===== config.mk =====
export PLATFORM = sky130hd
export DESIGN_NAME = dock_power_sequencer_i2c_slave
export DESIGN_NICKNAME = d
export VERILOG_FILES = /design/src/rtl/dps_pkg.sv /design/src/rtl/dps_mode_ctrl.sv /design/src/rtl/dps_i2c_cmd.sv /design/src/rtl/dock_power_sequencer_i2c_slave.sv
export SDC_FILE = /design/constraint.sdc
export NUM_CORES = 1
export LEC_CHECK = 0
export BUFFER_PORTS_ARGS = -buffer_cell sky130_fd_sc_hd__buf_2
export CAP_MARGIN = 0
export CORE_UTILIZATION = 47
export CTS_CLUSTER_DIAMETER = 50
export CTS_CLUSTER_SIZE = 40
export DETAILED_ROUTE_END_ITERATION = 7
export PLACE_DENSITY = 0.66
export SLEW_MARGIN = 10
export SYNTH_ARGS = -nofsm -noshare
export SYNTH_HDL_FRONTEND = slang
export SYNTH_HIERARCHICAL = 1
export SYNTH_SLANG_ARGS = --single-unit

===== constraint.sdc =====
create_clock -name clk -period 5.1 [get_ports clk]
set_clock_uncertainty 0.1 [all_clocks]
set_input_delay 0.51 -clock clk [delete_from_list [all_inputs] [get_ports clk]]
set_output_delay 0.51 -clock clk [all_outputs]
set_load 0.01 [all_outputs]

===== src/rtl/dps_pkg.sv =====
`timescale 1ns / 1ps
`default_nettype none
// ----------------------------------------------------------------------------
// dps_pkg
// Shared codes and word layouts for the dock power sequencer / I2C slave.
// ----------------------------------------------------------------------------
package dps_pkg;

  // input word kinds
  localparam logic [2:0] ACT_EVAL    = 3'd0;
  localparam logic [2:0] ACT_ADDR    = 3'd1;
  localparam logic [2:0] ACT_RX      = 3'd2;
  localparam logic [2:0] ACT_TX_DONE = 3'd3;
  localparam logic [2:0] ACT_BUS_ERR = 3'd4;

  // dock modes
  localparam logic [2:0] MODE_RESET  = 3'd0;
  localparam logic [2:0] MODE_IDLE   = 3'd1;
  localparam logic [2:0] MODE_DETECT = 3'd2;
  localparam logic [2:0] MODE_LOCK   = 3'd3;
  localparam logic [2:0] MODE_OFF    = 3'd4;
  localparam logic [2:0] MODE_ON     = 3'd5;

  // I2C command bytes and fixed replies
  localparam logic [7:0] CMD_FLAG_WR  = 8'hA0;
  localparam logic [7:0] CMD_STATUS   = 8'hA1;
  localparam logic [7:0] CMD_HOST     = 8'hA2;
  localparam logic [7:0] CMD_VERSION  = 8'hA3;
  localparam logic [7:0] STATUS_REPLY = 8'hDC;
  localparam logic [7:0] FLAG_ALL     = 8'hFF;

  typedef struct packed {
    logic [7:0] rx_byte;
    logic       master_reads;
    logic       power_request;
    logic       lock_closed;
    logic       cable_present;
    logic [2:0] action;
  } in_item_t;

  typedef struct packed {
    logic       ec_irq_out;
    logic       pcie_power;
    logic       lock_detect_out;
    logic       psu_enable;
    logic       case_led;
    logic       red_led;
    logic       white_led;
    logic [2:0] mode_now;
  } levels_t;

  // I2C side requests into the mode block
  typedef struct packed {
    logic       flag_wr;
    logic [7:0] flag_data;
    logic       irq_clr;
  } cmd_req_t;

  typedef struct packed {
    logic       tx_valid;
    logic [7:0] tx_byte;
    levels_t    lv;
  } out_item_t;

endpackage
`default_nettype wire


===== src/rtl/dps_mode_ctrl.sv =====
`timescale 1ns / 1ps
`default_nettype none
// ----------------------------------------------------------------------------
// dps_mode_ctrl
// Six-mode dock machine, output levels and the host flag register.
// ----------------------------------------------------------------------------
module dps_mode_ctrl (
  input  wire logic              clk,
  input  wire logic              rst,
  input  wire logic              fire,
  input  wire dps_pkg::in_item_t item,
  input  wire dps_pkg::cmd_req_t req,
  output logic                   host_flag_zero,
  output dps_pkg::levels_t       lv_next
);

  dps_pkg::levels_t lv;
  logic [7:0]       host_flag;
  logic [7:0]       host_flag_next;
  logic             move;
  logic [2:0]       nxt;
  logic [2:0]       prv;
  logic             flag;

  assign flag           = (host_flag != 8'd0);
  assign host_flag_zero = !flag;
  assign prv            = lv.mode_now;

  always_comb begin
    move = 1'b0;
    nxt  = lv.mode_now;
    if (item.action == dps_pkg::ACT_EVAL) begin
      unique case (lv.mode_now)
        dps_pkg::MODE_RESET: begin
          move = 1'b1; nxt = dps_pkg::MODE_IDLE;
        end
        dps_pkg::MODE_IDLE: begin
          if (!flag) begin move = 1'b1; nxt = dps_pkg::MODE_DETECT; end
        end
        dps_pkg::MODE_DETECT: begin
          if (flag) begin move = 1'b1; nxt = dps_pkg::MODE_IDLE; end
          else if (item.cable_present) begin move = 1'b1; nxt = dps_pkg::MODE_LOCK; end
        end
        dps_pkg::MODE_LOCK: begin
          if (flag) begin move = 1'b1; nxt = dps_pkg::MODE_IDLE; end
          else if (!item.cable_present) begin move = 1'b1; nxt = dps_pkg::MODE_DETECT; end
          else if (item.lock_closed) begin move = 1'b1; nxt = dps_pkg::MODE_OFF; end
        end
        dps_pkg::MODE_OFF: begin
          if (flag) begin move = 1'b1; nxt = dps_pkg::MODE_IDLE; end
          else if (!item.cable_present) begin move = 1'b1; nxt = dps_pkg::MODE_DETECT; end
          else if (!item.lock_closed) begin move = 1'b1; nxt = dps_pkg::MODE_LOCK; end
          else if (item.power_request) begin move = 1'b1; nxt = dps_pkg::MODE_ON; end
        end
        dps_pkg::MODE_ON: begin
          if (flag) begin move = 1'b1; nxt = dps_pkg::MODE_IDLE; end
          else if (!item.cable_present) begin move = 1'b1; nxt = dps_pkg::MODE_DETECT; end
          else if (!item.lock_closed) begin move = 1'b1; nxt = dps_pkg::MODE_LOCK; end
          else if (!item.power_request) begin move = 1'b1; nxt = dps_pkg::MODE_OFF; end
        end
        default: ;
      endcase
    end
  end

  always_comb begin
    lv_next        = lv;
    host_flag_next = host_flag;
    if (move) begin
      if (nxt == dps_pkg::MODE_LOCK || nxt == dps_pkg::MODE_OFF) begin
        lv_next.white_led  = 1'b1;
        lv_next.red_led    = 1'b0;
        lv_next.psu_enable = 1'b1;
        lv_next.case_led   = 1'b0;
      end else if (nxt == dps_pkg::MODE_ON) begin
        // psu keeps its level here
        lv_next.white_led = 1'b0;
        lv_next.red_led   = 1'b1;
        lv_next.case_led  = 1'b1;
      end else begin
        lv_next.white_led  = 1'b0;
        lv_next.red_led    = 1'b0;
        lv_next.psu_enable = 1'b0;
        lv_next.case_led   = 1'b0;
      end

      if (nxt > dps_pkg::MODE_LOCK && prv < nxt) lv_next.lock_detect_out = 1'b1;
      else if (nxt <= dps_pkg::MODE_LOCK && prv > nxt) lv_next.lock_detect_out = 1'b0;

      if (prv > dps_pkg::MODE_OFF && nxt <= dps_pkg::MODE_OFF) lv_next.pcie_power = 1'b0;
      else if (prv < dps_pkg::MODE_ON && nxt >= dps_pkg::MODE_ON) lv_next.pcie_power = 1'b1;

      if (prv < dps_pkg::MODE_LOCK && nxt >= dps_pkg::MODE_LOCK) lv_next.ec_irq_out = 1'b1;

      // leaving reset, or dropping from lock/off/on back to idle or detect, flags the host
      if (prv == dps_pkg::MODE_RESET ||
          (prv > dps_pkg::MODE_DETECT && nxt <= dps_pkg::MODE_DETECT)) begin
        host_flag_next = dps_pkg::FLAG_ALL;
      end

      lv_next.mode_now = nxt;
    end
    if (req.irq_clr) lv_next.ec_irq_out = 1'b0;
    if (req.flag_wr) host_flag_next = req.flag_data;
  end

  always_ff @(posedge clk) begin
    if (rst) begin
      lv        <= '0;
      host_flag <= 8'd0;
    end else if (fire) begin
      lv        <= lv_next;
      host_flag <= host_flag_next;
    end
  end

`ifndef ASSERT_OFF
  a_mode_range: assert property (@(posedge clk) disable iff (rst)
    lv.mode_now <= dps_pkg::MODE_ON)
    else $error("dock mode out of range");

  a_pcie_on_only: assert property (@(posedge clk) disable iff (rst)
    lv.pcie_power == (lv.mode_now == dps_pkg::MODE_ON))
    else $error("pcie power does not track power-on mode");

  a_psu_low: assert property (@(posedge clk) disable iff (rst)
    (lv.mode_now == dps_pkg::MODE_IDLE || lv.mode_now == dps_pkg::MODE_DETECT)
      |-> !lv.psu_enable)
    else $error("psu on with no cable locked");
`endif

endmodule
`default_nettype wire


===== src/rtl/dps_i2c_cmd.sv =====
`timescale 1ns / 1ps
`default_nettype none
// ----------------------------------------------------------------------------
// dps_i2c_cmd
// I2C slave command protocol: command, register, size, data, reply phases.
// ----------------------------------------------------------------------------
module dps_i2c_cmd (
  input  wire logic              clk,
  input  wire logic              rst,
  input  wire logic              fire,
  input  wire dps_pkg::in_item_t item,
  input  wire logic              host_flag_zero,
  output dps_pkg::cmd_req_t      req,
  output logic [7:0]             tx_byte,
  output logic                   tx_valid
);

  typedef enum logic [2:0] {
    PH_IDLE = 3'd0,
    PH_REG  = 3'd1,
    PH_SIZE = 3'd2,
    PH_DATA = 3'd3,
    PH_SEND = 3'd4,
    PH_ACK  = 3'd5
  } phase_t;

  phase_t     phase, phase_next;
  logic [7:0] command_code, command_code_next;
  logic [7:0] register_index, register_index_next;
  logic [7:0] transfer_size, transfer_size_next;
  logic [7:0] bytes_left, bytes_left_next;
  logic [7:0] reply_data, reply_data_next;
  logic [7:0] rx;

  assign rx = item.rx_byte;

  always_comb begin
    phase_next          = phase;
    command_code_next   = command_code;
    register_index_next = register_index;
    transfer_size_next  = transfer_size;
    bytes_left_next     = bytes_left;
    reply_data_next     = reply_data;
    req                 = '0;
    tx_byte             = 8'd0;
    tx_valid            = 1'b0;
    unique case (item.action)
      dps_pkg::ACT_ADDR: begin
        if (item.master_reads && phase == PH_SEND) begin
          phase_next = PH_ACK;
          tx_byte    = reply_data;
          tx_valid   = 1'b1;
        end else begin
          // write, or read with nothing queued: empty reply
          phase_next = PH_IDLE;
        end
      end
      dps_pkg::ACT_RX: begin
        unique case (phase)
          PH_IDLE: begin
            command_code_next = rx;
            if (rx == dps_pkg::CMD_FLAG_WR) begin
              phase_next = PH_REG;
            end else if (rx == dps_pkg::CMD_STATUS || rx == dps_pkg::CMD_HOST ||
                         rx == dps_pkg::CMD_VERSION) begin
              register_index_next = 8'd0;
              transfer_size_next  = 8'd1;
              if (rx == dps_pkg::CMD_STATUS) begin
                req.irq_clr     = 1'b1;
                reply_data_next = dps_pkg::STATUS_REPLY;
              end else if (rx == dps_pkg::CMD_HOST) begin
                reply_data_next = host_flag_zero ? 8'd2 : 8'd1;
              end else begin
                reply_data_next = 8'd1;
              end
              phase_next = PH_SEND;
            end else begin
              phase_next = PH_IDLE;
            end
          end
          PH_REG: begin
            register_index_next = rx;
            phase_next          = PH_SIZE;
          end
          PH_SIZE: begin
            transfer_size_next = rx;
            bytes_left_next    = rx;
            phase_next         = PH_DATA;
          end
          PH_DATA: begin
            if (bytes_left > 8'd1) begin
              bytes_left_next = bytes_left - 8'd1;
            end else begin
              bytes_left_next = 8'd0;
              if (command_code == dps_pkg::CMD_FLAG_WR && transfer_size == 8'd1 &&
                  register_index == 8'd1) begin
                req.flag_wr   = 1'b1;
                req.flag_data = rx;
              end
              phase_next = PH_IDLE;
            end
          end
          default: ;  // stray byte
        endcase
      end
      dps_pkg::ACT_TX_DONE, dps_pkg::ACT_BUS_ERR: phase_next = PH_IDLE;
      default: ;
    endcase
  end

  always_ff @(posedge clk) begin
    if (rst) begin
      phase          <= PH_IDLE;
      command_code   <= 8'd0;
      register_index <= 8'd0;
      transfer_size  <= 8'd0;
      bytes_left     <= 8'd0;
      reply_data     <= 8'd0;
    end else if (fire) begin
      phase          <= phase_next;
      command_code   <= command_code_next;
      register_index <= register_index_next;
      transfer_size  <= transfer_size_next;
      bytes_left     <= bytes_left_next;
      reply_data     <= reply_data_next;
    end
  end

endmodule
`default_nettype wire


===== src/rtl/dock_power_sequencer_i2c_slave.sv =====
`timescale 1ns / 1ps
`default_nettype none
// ----------------------------------------------------------------------------
// dock_power_sequencer_i2c_slave
// Dock power sequencer with I2C slave command handling, one result per word.
// ----------------------------------------------------------------------------
//  channel | direction | handshake          | payload
//  --------+-----------+--------------------+--------------------------------
//  s_*     | in        | s_tvalid/s_tready  | s_tuser action, s_tdata levels+byte
//  m_*     | out       | m_tvalid/m_tready  | m_tdata mode, levels, reply byte
//
//  One word per cycle sustained while m_tready stays high; an accepted word
//  goes to the input register, then to the result register.
//  All mode and protocol state updates in the single cycle a word moves
//  from the input register to the result register.
//  rst (synchronous) clears both valid flags and all mode and protocol state.
//  m_tready low holds the result; the input register still takes one word.
module dock_power_sequencer_i2c_slave (
  input  wire logic        clk,
  input  wire logic        rst,
  input  wire logic        s_tvalid,
  output logic             s_tready,
  // [0] cable_present, [1] lock_closed, [2] power_request, [3] master_reads,
  // [11:4] rx_byte, [15:12] zero
  input  wire logic [15:0] s_tdata,
  // [2:0] action
  input  wire logic [2:0]  s_tuser,
  output logic             m_tvalid,
  input  wire logic        m_tready,
  // [2:0] mode_now, [3] white_led, [4] red_led, [5] case_led, [6] psu_enable,
  // [7] lock_detect_out, [8] pcie_power, [9] ec_irq_out, [17:10] tx_byte,
  // [18] tx_valid, [23:19] zero
  output logic [23:0]      m_tdata
);

  dps_pkg::in_item_t  a_item;
  logic               a_valid;
  logic               a_advance;
  dps_pkg::out_item_t b_item;
  logic               b_valid;
  dps_pkg::cmd_req_t  req;
  dps_pkg::levels_t   lv_next;
  logic               host_flag_zero;
  logic [7:0]         tx_byte;
  logic               tx_valid;

  assign a_advance = a_valid && (!b_valid || m_tready);
  assign s_tready  = !a_valid || a_advance;

  always_ff @(posedge clk) begin
    if (rst) begin
      a_valid <= 1'b0;
    end else if (s_tvalid && s_tready) begin
      a_valid <= 1'b1;
    end else if (a_advance) begin
      a_valid <= 1'b0;
    end
  end

  always_ff @(posedge clk) begin
    if (s_tvalid && s_tready) begin
      a_item <= {s_tdata[11:0], s_tuser};
    end
  end

  dps_mode_ctrl u_mode (
    .clk            (clk),
    .rst            (rst),
    .fire           (a_advance),
    .item           (a_item),
    .req            (req),
    .host_flag_zero (host_flag_zero),
    .lv_next        (lv_next)
  );

  dps_i2c_cmd u_i2c (
    .clk            (clk),
    .rst            (rst),
    .fire           (a_advance),
    .item           (a_item),
    .host_flag_zero (host_flag_zero),
    .req            (req),
    .tx_byte        (tx_byte),
    .tx_valid       (tx_valid)
  );

  always_ff @(posedge clk) begin
    if (rst) begin
      b_valid <= 1'b0;
    end else if (a_advance) begin
      b_valid <= 1'b1;
    end else if (m_tready) begin
      b_valid <= 1'b0;
    end
  end

  always_ff @(posedge clk) begin
    if (a_advance) begin
      b_item <= '{tx_valid: tx_valid, tx_byte: tx_byte, lv: lv_next};
    end
  end

  assign m_tvalid = b_valid;
  assign m_tdata  = {5'd0, b_item};

`ifndef ASSERT_OFF
  a_empty_reply: assert property (@(posedge clk) disable iff (rst)
    (b_valid && !b_item.tx_valid) |-> (b_item.tx_byte == 8'd0))
    else $error("reply byte set without tx_valid");

  a_result_follows: assert property (@(posedge clk) disable iff (rst)
    a_advance |=> b_valid)
    else $error("processed word produced no result");
`endif

endmodule
`default_nettype wire

==> flow_summary.json, run 1 <==
{
  "finalWirelength_um": 9490,
  "ys_seq_elements": 92,
  "launching_element_type_of_the_critical_path": "flip-flop",
  "synth_top_area_share_pct": 25.4,
  "timing.slew.headroom_pct": 41.0,
  "wl_per_cell_um": 15.3,
  "dpl_worst_slack_ns": 2.02,
  "worst_pin_slew_ns": 0.873,
  "ctsHtreeMaxLevel": 3,
  "buffer_ports.inserted": 39,
  "cellLeakagePower_nw": 1.93,
  "slew_violations": 0,
  "vdd.ir_drop.worst_v": 0.000146,
  "critical_path.endpoint_type": "flip-flop",
  "cts.reportedPaths.clkPinSlew_ns": 0.08,
  "achievable-frequency_ghz": 0.320,
  "hold_viol_final": 0,
  "run_status": "finished, final reports clean",
  "final_layout_size_suffix_gt1_share_pct": 17.1,
  "synth_sequential_area_ratio_pct": 47.8,
  "core_area_um2": 9330,
  "dieWidth_um": 101,
  "cts.sink_count": 92,
  "synth_cell_types": 74,
  "filler_cell_count": 877,
  "finalCriticalPeriod_ns": 3.13,
  "fin_crit_share_pct": 61.3,
  "starting_density_of_the_core_pct": 48.9,
  "finalWorstSetupSlack_ns": 1.97,
  "total_routing_usage_gr_pct": 20.1,
  "synthesis.area_um2": 4570,
  "syn_inst": 463,
  "fin_setup_tns_ns": 0,
  "postSynth.topFlopCell": "sky130_fd_sc_hd__dfxtp_1",
  "grt_antenna_before_repair": 0,
  "firstDrtPassIters": 5,
  "chipHeight_um": 101,
  "area.sequential_um2": 2180,
  "crit_fanout": 12,
  "synth_common_cells": "sky130_fd_sc_hd__dfxtp_1 (58), sky130_fd_sc_hd__nand2_1 (46), sky130_fd_sc_hd__edfxtp_1 (34)",
  "multi_input_comb_area_um2": 2160,
  "cts_made_buffers": 9,
  "grt_first_pass_wirelength_um": 15900,
  "antenna_cells": 0,
  "setup_viol_count_final": 0,
  "dr.first_iter.drc_count": 205,
  "grt_overflow_total": 0,
  "synth_enable_flop_cells": 34,
  "clock_tree.buffer_depth": 2,
  "number_of_global_route_vias_before_repair": 3306,
  "synth_async_sr_flop_share_pct": 0,
  "totalPowerFinal_mw": 1.40,
  "cts_hold_buffers": 0,
  "worstSetupPathType": "reg2reg",
  "worst_ep_required_time_ns": 5.22,
  "nNetsFinal": 515,
  "place_hpwl_um": 6480,
  "die_area_um2": 10100,
  "pin_count_of_the_biggest_net_entering_global_routing": 40,
  "clock_insertion_delay_worst_skew_ns": 0.35,
  "cts_resized": 0,
  "gpl.final_weighted_congestion": 0.926,
  "yosysWarnings": 6,
  "floorplan.io_pins": 49,
  "netlist_top_cells_area": "sky130_fd_sc_hd__dfxtp_1 (25%), sky130_fd_sc_hd__edfxtp_1 (22%), sky130_fd_sc_hd__mux2i_1 (5.3%)",
  "vias": 3539,
  "antenna_violating_nets_post_route": 0,
  "detail_route.drc_violations": 0,
  "area_growth_pct": 9.21,
  "clockRootBuffer": "sky130_fd_sc_hd__clkbuf_8",
  "synth.largest_area_cell": "sky130_fd_sc_hd__dfxtp_1",
  "cts_setup_buffers": 0,
  "yosysMostFrequentCell": "sky130_fd_sc_hd__dfxtp_1",
  "cts_tree": "yes",
  "drv.max_cap_violation_count": 0,
  "timing.critical_path.arrival_ns": 3.25,
  "floorplan.rows": 35,
  "via_cell_ratio": 5.70,
  "hold_path.class": "in2reg",
  "unrepaired_setup_endpoints_after_global_routing": "no",
  "total_power_per_unit_cell_area_nw_per_um2": 281,
  "avgSynthCellArea_um2": 9.86
}
-- metrics by stage --
| step | cell area [um2] | hold WS (ns) | utilization (%) | cells |
|---|---|---|---|---|
| 6_report | 4990 | 0.228 | 53.5 | 621 |
| 5_1_grt | 4990 | 0.214 | 53.5 | 621 |
| 4_1_cts | 4990 | 0.217 | 53.5 | 621 |
| 3_5_place_dp | 4780 | 0.346 | 51.3 | 605 |
| 3_3_place_gp | 4780 | 0.338 | 51.3 | 605 |
| 2_1_floorplan | 4580 | 0.332 | - | 467 |
-- power by group --
part / internal, mW / switching (mW) / total (mW)
Sequential: 0.780 / 0.0281 / 0.808
Combinational: 0.0407 / 0.0635 / 0.104
Clock: 0.249 / 0.240 / 0.489
-- logic make-up (layout without fill, tap and decap cells) --
| family | Yosys count | after routing | synth area share [%] |
|---|---|---|---|
| and+or+nand+nor | 177 | 177 | 23.1 |
| xor gates and xnor gates | 1 | 1 | 0.192 |
| buffers and inverters | 52 | 77 | 5.32 |
| AOI/OAI and AO/OA | 110 | 110 | 16.8 |
| adders and majority gates | 5 | 5 | 1.37 |
| other | 2 | 6 | 0.164 |
| muxes | 24 | 24 | 5.26 |
| DFF | 92 | 92 | 47.8 |
-- state kept, by name, summed over array words and instances (netlist names) --
name / count
a_item: 15
a_valid: 1
m_tdata: 19
m_tvalid: 1
u_i2c/bytes_left: 8
u_i2c/command_code: 8
u_i2c/phase: 3
u_i2c/register_index: 8
u_i2c/reply_data: 3
u_i2c/transfer_size: 8
u_mode/host_flag: 8
u_mode/lv: 7
u_mode/prv: 3
-- layer usage --
| metal | part of all wire (%) | routed length (um) | global-route usage (%) |
|---|---|---|---|
| met1 | 46 | 4390 | 26.1 |
| met2 | 46 | 4400 | 33.0 |
| met3 | 5.2 | 494 | 3.61 |
| met4 | 2.2 | 206 | 8.47 |
| met5 | 0 | 0 | 0 |
-- cell type report --
| class | instances | share of cell area (%) |
|---|---|---|
| flip-flops and latches | 92 | 43.8 |
| clock buffers | 11 | 3.04 |
| repair buffers | 41 | 4.22 |
| clock inverters | 5 | 1.00 |
| inverters | 20 | 1.51 |
| well taps | 129 | 3.24 |
| multi-input cells | 323 | 43.2 |
-- worst max-delay path, cell delays in order (launching register included) --
cell                        delay [ns]
sky130_fd_sc_hd__edfxtp_1         0.54
sky130_fd_sc_hd__nor3b_1          0.55
sky130_fd_sc_hd__nand4_1          0.17
sky130_fd_sc_hd__nor3_2           0.43
sky130_fd_sc_hd__nand2_1          0.43
sky130_fd_sc_hd__o2111ai_1        0.26
sky130_fd_sc_hd__a2111o_1         0.41
sky130_fd_sc_hd__o21ai_2          0.10
-- worst paths after layout --
| kind | startpoint | cells past startpoint | endpoint | slack (ns) |
|---|---|---|---|---|
| min reg2reg | u_i2c/command_code[5] | 2 | u_i2c/command_code[5] | 0.36 |
| min | s_tdata[9] | 1 | a_item[12] | 0.23 |
| max | a_item[2] | 7 | u_mode/host_flag[4] | 1.97 |
| max reg2reg | a_item[2] | 7 | u_mode/host_flag[4] | 1.97 |
-- cells in the final DEF, fill, tap and decap left out, drive strengths merged, types with 4 or more instances in the layout --
cell type  instances
dfxtp             58
nand2             46
buf               41
edfxtp            34
a21oi             32
mux2i             24
o21ai             24
nand2b            20
inv               20
nor2              20
and2              16
clkbuf            11
nand3             10
nor3               8
nor4               7
nand4              7
conb               6
a211oi             6
nor4b              6
o32ai              5
ha                 5
or3                5
and3               4
a311oi             4
nor2b              4
a31oi              4
o21a               4
o31ai              4
or4                4
nand3b             4
Power figures use the tool's default switching activity.
==> run 2: changes to the inputs <==
==> constraint.sdc (replaced) <==
create_clock -name clk -period 2.9 [get_ports clk]
set_clock_uncertainty 0.1 [all_clocks]
set_input_delay 0.29 -clock clk [delete_from_list [all_inputs] [get_ports clk]]
set_output_delay 0.29 -clock clk [all_outputs]
set_load 0.01 [all_outputs]
==> run 2 against run 1 <==
- fmax increased by 16%
- design area is 4.9% higher
- utilization rose by 2.6 points
- via count rose by 3.0%
==> flow_summary.json, run 2 (synthesis gave the netlist of run 1 again) <==
{
  "drv.max_cap_violation_count": 0,
  "crit_fanout": 3,
  "buffer_ports.inserted": 39,
  "setup_viol_count_final": 0,
  "total_power_per_unit_cell_area_nw_per_um2": 473,
  "grt_overflow_total": 0,
  "area_growth_pct": 14.6,
  "cts.sink_count": 92,
  "max_stage_delay_ns": 0.55,
  "vias": 3645,
  "worstSetupPathType": "reg2reg",
  "antenna_cells": 0,
  "achievable-frequency_ghz": 0.370,
  "layout.cells.most_common": "sky130_fd_sc_hd__dfxtp_1",
  "cts_tree": "yes",
  "fin_crit_share_pct": 93.1,
  "chipHeight_um": 101,
  "cellLeakagePower_nw": 2.06,
  "detail_route.drc_violations": 0,
  "total_routing_usage_gr_pct": 21.2,
  "starting_density_of_the_core_pct": 48.9,
  "number_of_global_route_vias_before_repair": 3374,
  "postLayoutCoreUtil_pct": 56.1,
  "cts.reportedPaths.clkPinSlew_ns": 0.08,
  "hold_viol_final": 0,
  "critical_path.slowest_cell": "sky130_fd_sc_hd__or4_4",
  "worst_pin_slew_ns": 0.789,
  "antenna_violating_nets_post_route": 0,
  "timing.slew.headroom_pct": 46.7,
  "filler_cell_count": 842,
  "fin_setup_tns_ns": 0,
  "grt_antenna_before_repair": 0,
  "nNetsFinal": 543,
  "cts_made_buffers": 9,
  "floorplan.io_pins": 49,
  "worst_ep_required_time_ns": 2.90,
  "crit_path_cell_trace": "or4_4 > nor4b_4 > a21boi_1 > ha_1 > nor2b_1 > o21ai_0 > nand2b_1 > nand2_1 > o31ai_2 > o31ai_1",
  "clockRootBuffer": "sky130_fd_sc_hd__clkbuf_8",
  "finalCriticalPeriod_ns": 2.70,
  "finalWorstSetupSlack_ns": 0.200,
  "vdd.ir_drop.worst_v": 0.000335,
  "clock_tree.buffer_depth": 2,
  "commonest_non_fill_non_tap_cells_in_the_layout": "sky130_fd_sc_hd__dfxtp_1 (58), sky130_fd_sc_hd__nand2_1 (46), sky130_fd_sc_hd__buf_2 (39)",
  "hold_path.class": "in2reg",
  "slew_violations": 0,
  "dr.first_iter.drc_count": 245,
  "firstDrtPassIters": 4,
  "ctsHtreeMaxLevel": 3,
  "pin_count_of_the_biggest_net_entering_global_routing": 62,
  "die_area_um2": 10100,
  "wl_per_cell_um": 15.6,
  "hold_depth": 1,
  "clock_insertion_delay_worst_skew_ns": 0.35,
  "final_layout_size_suffix_gt1_share_pct": 19.8,
  "via_cell_ratio": 5.62,
  "rr_worst_depth": 10,
  "gpl.final_weighted_congestion": 0.938,
  "timing.critical_path.arrival_ns": 2.70,
  "critical_path.endpoint_type": "flip-flop",
  "unrepaired_setup_endpoints_after_global_routing": "no",
  "place_hpwl_um": 6810,
  "run_status": "finished, final reports clean",
  "finalHoldWorstSlack_ns": 0.0175,
  "grt_first_pass_wirelength_um": 16600,
  "launching_element_type_of_the_critical_path": "flip-flop",
  "dpl_worst_slack_ns": 0.156,
  "floorplan.rows": 35,
  "dieWidth_um": 101,
  "core_area_um2": 9330,
  "largest_register_ffs": 19,
  "finalWirelength_um": 10200
}
-- run 2: area by class of cell --
type / count / area, um2 / area share [%]
sequential: 92 / 2180 / 41.7
multi-input combinational: 323 / 2160 / 41.4
timing repair buffer: 69 / 450 / 8.61
clock buffer: 13 / 180 / 3.44
tap: 129 / 161 / 3.08
inverter: 20 / 75.1 / 1.43
clock inverter: 3 / 18.8 / 0.359
-- run 2: where the power goes --
part,total (mW),switching (mW),leakage [nW],internal (mW)
Clock,0.837,0.427,0.105,0.410
Sequential,1.41,0.0409,0.800,1.37
Combinational,0.225,0.131,1.16,0.0949
Total,2.48,0.599,2.06,1.88
-- run 2: worst paths after layout --
kind | slack, ns | endpoint | start
worst max-delay path | 0.20 | m_tdata[7] | u_mode/host_flag[5]
worst min-delay path | 0.02 | a_item[13] | s_tdata[10]
worst max register to register | 0.20 | m_tdata[7] | u_mode/host_flag[5]
worst min register to register | 0.37 | u_i2c/command_code[2] | u_i2c/command_code[2]
-- run 2: what timing repair did --
item,CTS,global route
buffers inserted,0,0
setup endpoints to repair,0,2
resized for setup,0,3
hold endpoints to repair,12,0
hold buffers,12,0
-- run 2: metrics by stage --
stage | total power, mW | instances | cell area, um2
floorplan | 1.58 | 467 | 4580
detailed placement | 1.65 | 621 | 4900
global route | 2.58 | 649 | 5230
CTS | 2.49 | 649 | 5220
global placement | 1.64 | 621 | 4900
finish | 2.48 | 649 | 5230
-- run 2: layer usage --
| metal | global-route usage, % | wire length [um] | up-vias |
|---|---|---|---|
| met2 | 34.8 | 4800 | 114 |
| met4 | 8.14 | 160 | 0 |
| met5 | 0 | 0 | - |
| met1 | 28.1 | 4760 | 1724 |
| met3 | 3.40 | 431 | 10 |
| li1 | - | - | 1797 |
-- run 2: worst max-delay path: cells and delay by family, from the launching register on --
kind,cells,cell delay [ns]
flops,1,0.33
fa+ha+maj,1,0.31
compound gates,4,0.48
simple gates,5,1.23
==> run 3: changes to the inputs <==
--- a/config.mk
+++ b/config.mk
@@ -7,6 +7,7 @@
 export LEC_CHECK = 0
 export BUFFER_PORTS_ARGS = -buffer_cell sky130_fd_sc_hd__buf_2
 export CAP_MARGIN = 0
+export CORE_MARGIN = 3
 export CORE_UTILIZATION = 47
 export CTS_CLUSTER_DIAMETER = 50
 export CTS_CLUSTER_SIZE = 40
==> run 3 against run 2 <==
- count of clock-buffer cells in the layout is the same
- design area is essentially flat
- worst hold slack lost 0.0021 ns
- sequential power is essentially flat
- wire length shrank 1.1%
- fmax shrank 1.8%
- non-clock buffer count shrank 1
- register-to-register slack lost 0.05 ns
- critical endpoint unchanged
==> flow_summary.json, run 3 (synthesis gave the netlist of run 1 again) <==
{
  "run_status": "finished, final reports clean",
  "wl_per_cell_um": 15.5,
  "hold_viol_final": 0,
  "area.sequential_um2": 2180,
  "grt_overflow_total": 0,
  "grt_antenna_before_repair": 0,
  "die_area_um2": 10900,
  "clock_insertion_delay_worst_skew_ns": 0.35,
  "firstDrtPassIters": 5,
  "r2r_setup_slack_ns": 0.15,
  "worst_ep_required_time_ns": 2.90,
  "clock_tree.buffer_depth": 2,
  "dpl_worst_slack_ns": 0.164,
  "cellLeakagePower_nw": 2.06,
  "finalWorstSetupSlack_ns": 0.150,
  "finalWirelength_um": 10000,
  "largest_register_ffs": 19,
  "vias": 3652,
  "floorplan.io_pins": 49,
  "area_growth_pct": 14.6,
  "multi_input_comb_area_um2": 2160,
  "achievable-frequency_ghz": 0.364,
  "critical_path.endpoint_type": "flip-flop",
  "antenna_violating_nets_post_route": 0,
  "crit_fanout": 3,
  "finalCriticalPeriod_ns": 2.75,
  "place_hpwl_um": 6750,
  "dieWidth_um": 105,
  "floorplan.rows": 35,
  "number_of_global_route_vias_before_repair": 3384,
  "starting_density_of_the_core_pct": 48.9,
  "clockRootBuffer": "sky130_fd_sc_hd__clkbuf_8",
  "chipHeight_um": 105,
  "cts_made_buffers": 9,
  "postLayoutCoreUtil_pct": 56.1,
  "fin_setup_tns_ns": 0,
  "rr_worst_depth": 10,
  "buffer_ports.inserted": 39,
  "antenna_cells": 0,
  "cts.sink_count": 92,
  "unrepaired_setup_endpoints_after_global_routing": "no",
  "dr.first_iter.drc_count": 295,
  "fin_crit_share_pct": 94.8,
  "total_routing_usage_gr_pct": 18.5,
  "commonest_non_fill_non_tap_cells_in_the_layout": "sky130_fd_sc_hd__dfxtp_1 (58), sky130_fd_sc_hd__nand2_1 (46), sky130_fd_sc_hd__buf_2 (39)",
  "vdd.ir_drop.worst_v": 0.000322,
  "timing.rr.end": "m_tdata[7]",
  "worst_pin_slew_ns": 0.889,
  "timing.slew.headroom_pct": 39.9,
  "cts.reportedPaths.clkPinSlew_ns": 0.09,
  "drv.max_cap_violation_count": 0,
  "filler_cell_count": 837,
  "pin_count_of_the_biggest_net_entering_global_routing": 62,
  "detail_route.drc_violations": 0,
  "critical_path.reg2reg.startpoint": "u_mode/host_flag[5]",
  "grt_first_pass_wirelength_um": 16600,
  "launching_element_type_of_the_critical_path": "flip-flop",
  "nNetsFinal": 542,
  "layout.cells.most_common": "sky130_fd_sc_hd__dfxtp_1",
  "ctsHtreeMaxLevel": 3,
  "gpl.final_weighted_congestion": 0.859,
  "cts_tree": "yes",
  "total_power_per_unit_cell_area_nw_per_um2": 484,
  "final_layout_size_suffix_gt1_share_pct": 19.3,
  "hold_path.class": "in2reg",
  "crit_start": "u_mode/host_flag[5]",
  "slew_violations": 0,
  "worstSetupPathType": "reg2reg",
  "timing.critical_path.arrival_ns": 2.75,
  "setup_viol_count_final": 0,
  "via_cell_ratio": 5.64,
  "cts_setup_buffers": 0,
  "totalPowerFinal_mw": 2.53,
  "endpoint": "m_tdata[7]",
  "core_area_um2": 9330
}
## run 3: repair_timing
action / in CTS / in global routing
hold endpoints to repair: 8 / 4
hold buffers: 8 / 4
setup endpoints to repair: 0 / 1
gates resized for setup: 0 / 1
## run 3: final cells by class
| class | count | share of cell area, % |
|---|---|---|
| clock buffers | 13 | 3.23 |
| clock inverters | 3 | 0.837 |
| inverters | 20 | 1.44 |
| multi-input cells | 323 | 41.2 |
| flip-flops and latches | 92 | 41.7 |
| well taps | 129 | 3.09 |
| repair buffers | 68 | 8.47 |
## run 3: worst min-delay path by stage
stage                             to  slack (ns)                  start  cells past startpoint
5_1_grt                   a_item[14]      0.0009            s_tdata[11]                      1
3_3_place_gp   u_i2c/command_code[4]        0.34  u_i2c/command_code[4]                      2
6_report                  a_item[14]        0.02            s_tdata[11]                      1
2_1_floorplan                a_valid        0.25                    rst                      1
4_1_cts                   a_item[14]      0.0002            s_tdata[11]                      1
3_5_place_dp   u_i2c/command_code[5]        0.35  u_i2c/command_code[5]                      2
## run 3: where the power goes
group | internal (mW) | switching [mW] | total [mW]
clock | 0.470 | 0.427 | 0.897
sequential | 1.37 | 0.0395 | 1.41
combinational | 0.0936 | 0.129 | 0.223
total | 1.94 | 0.596 | 2.53
## run 3: routing by layer
layer / track usage, % / part of all wire (%) / vias to the layer above
met4: 4.75 / 1.2 / 0
met5: 0 / 0 / -
met3: 3.77 / 5.1 / 10
met1: 26.1 / 47 / 1733
li1: - / - / 1789
met2: 29.2 / 46 / 120
## run 3: metrics by stage
stage / area, um2 / cells / hold slack (ns)
finish: 5230 / 648 / 0.0154
global route: 5230 / 648 / 0.000911
CTS: 5190 / 644 / 0.000182
detailed placement: 4900 / 620 / 0.352
global placement: 4900 / 620 / 0.342
floorplan: 4580 / 467 / 0.252
## run 3: critical path: stages, from the launching register on
cell                       delay, ns
sky130_fd_sc_hd__dfxtp_1        0.33
sky130_fd_sc_hd__or4_1          0.58
sky130_fd_sc_hd__nor4b_4        0.33
sky130_fd_sc_hd__a21boi_1       0.14
sky130_fd_sc_hd__ha_1           0.30
sky130_fd_sc_hd__nor2b_1        0.11
sky130_fd_sc_hd__o21ai_0        0.08
sky130_fd_sc_hd__nand2b_1       0.12
sky130_fd_sc_hd__nand2_1        0.09
sky130_fd_sc_hd__o31ai_1        0.21
sky130_fd_sc_hd__o31ai_1        0.11
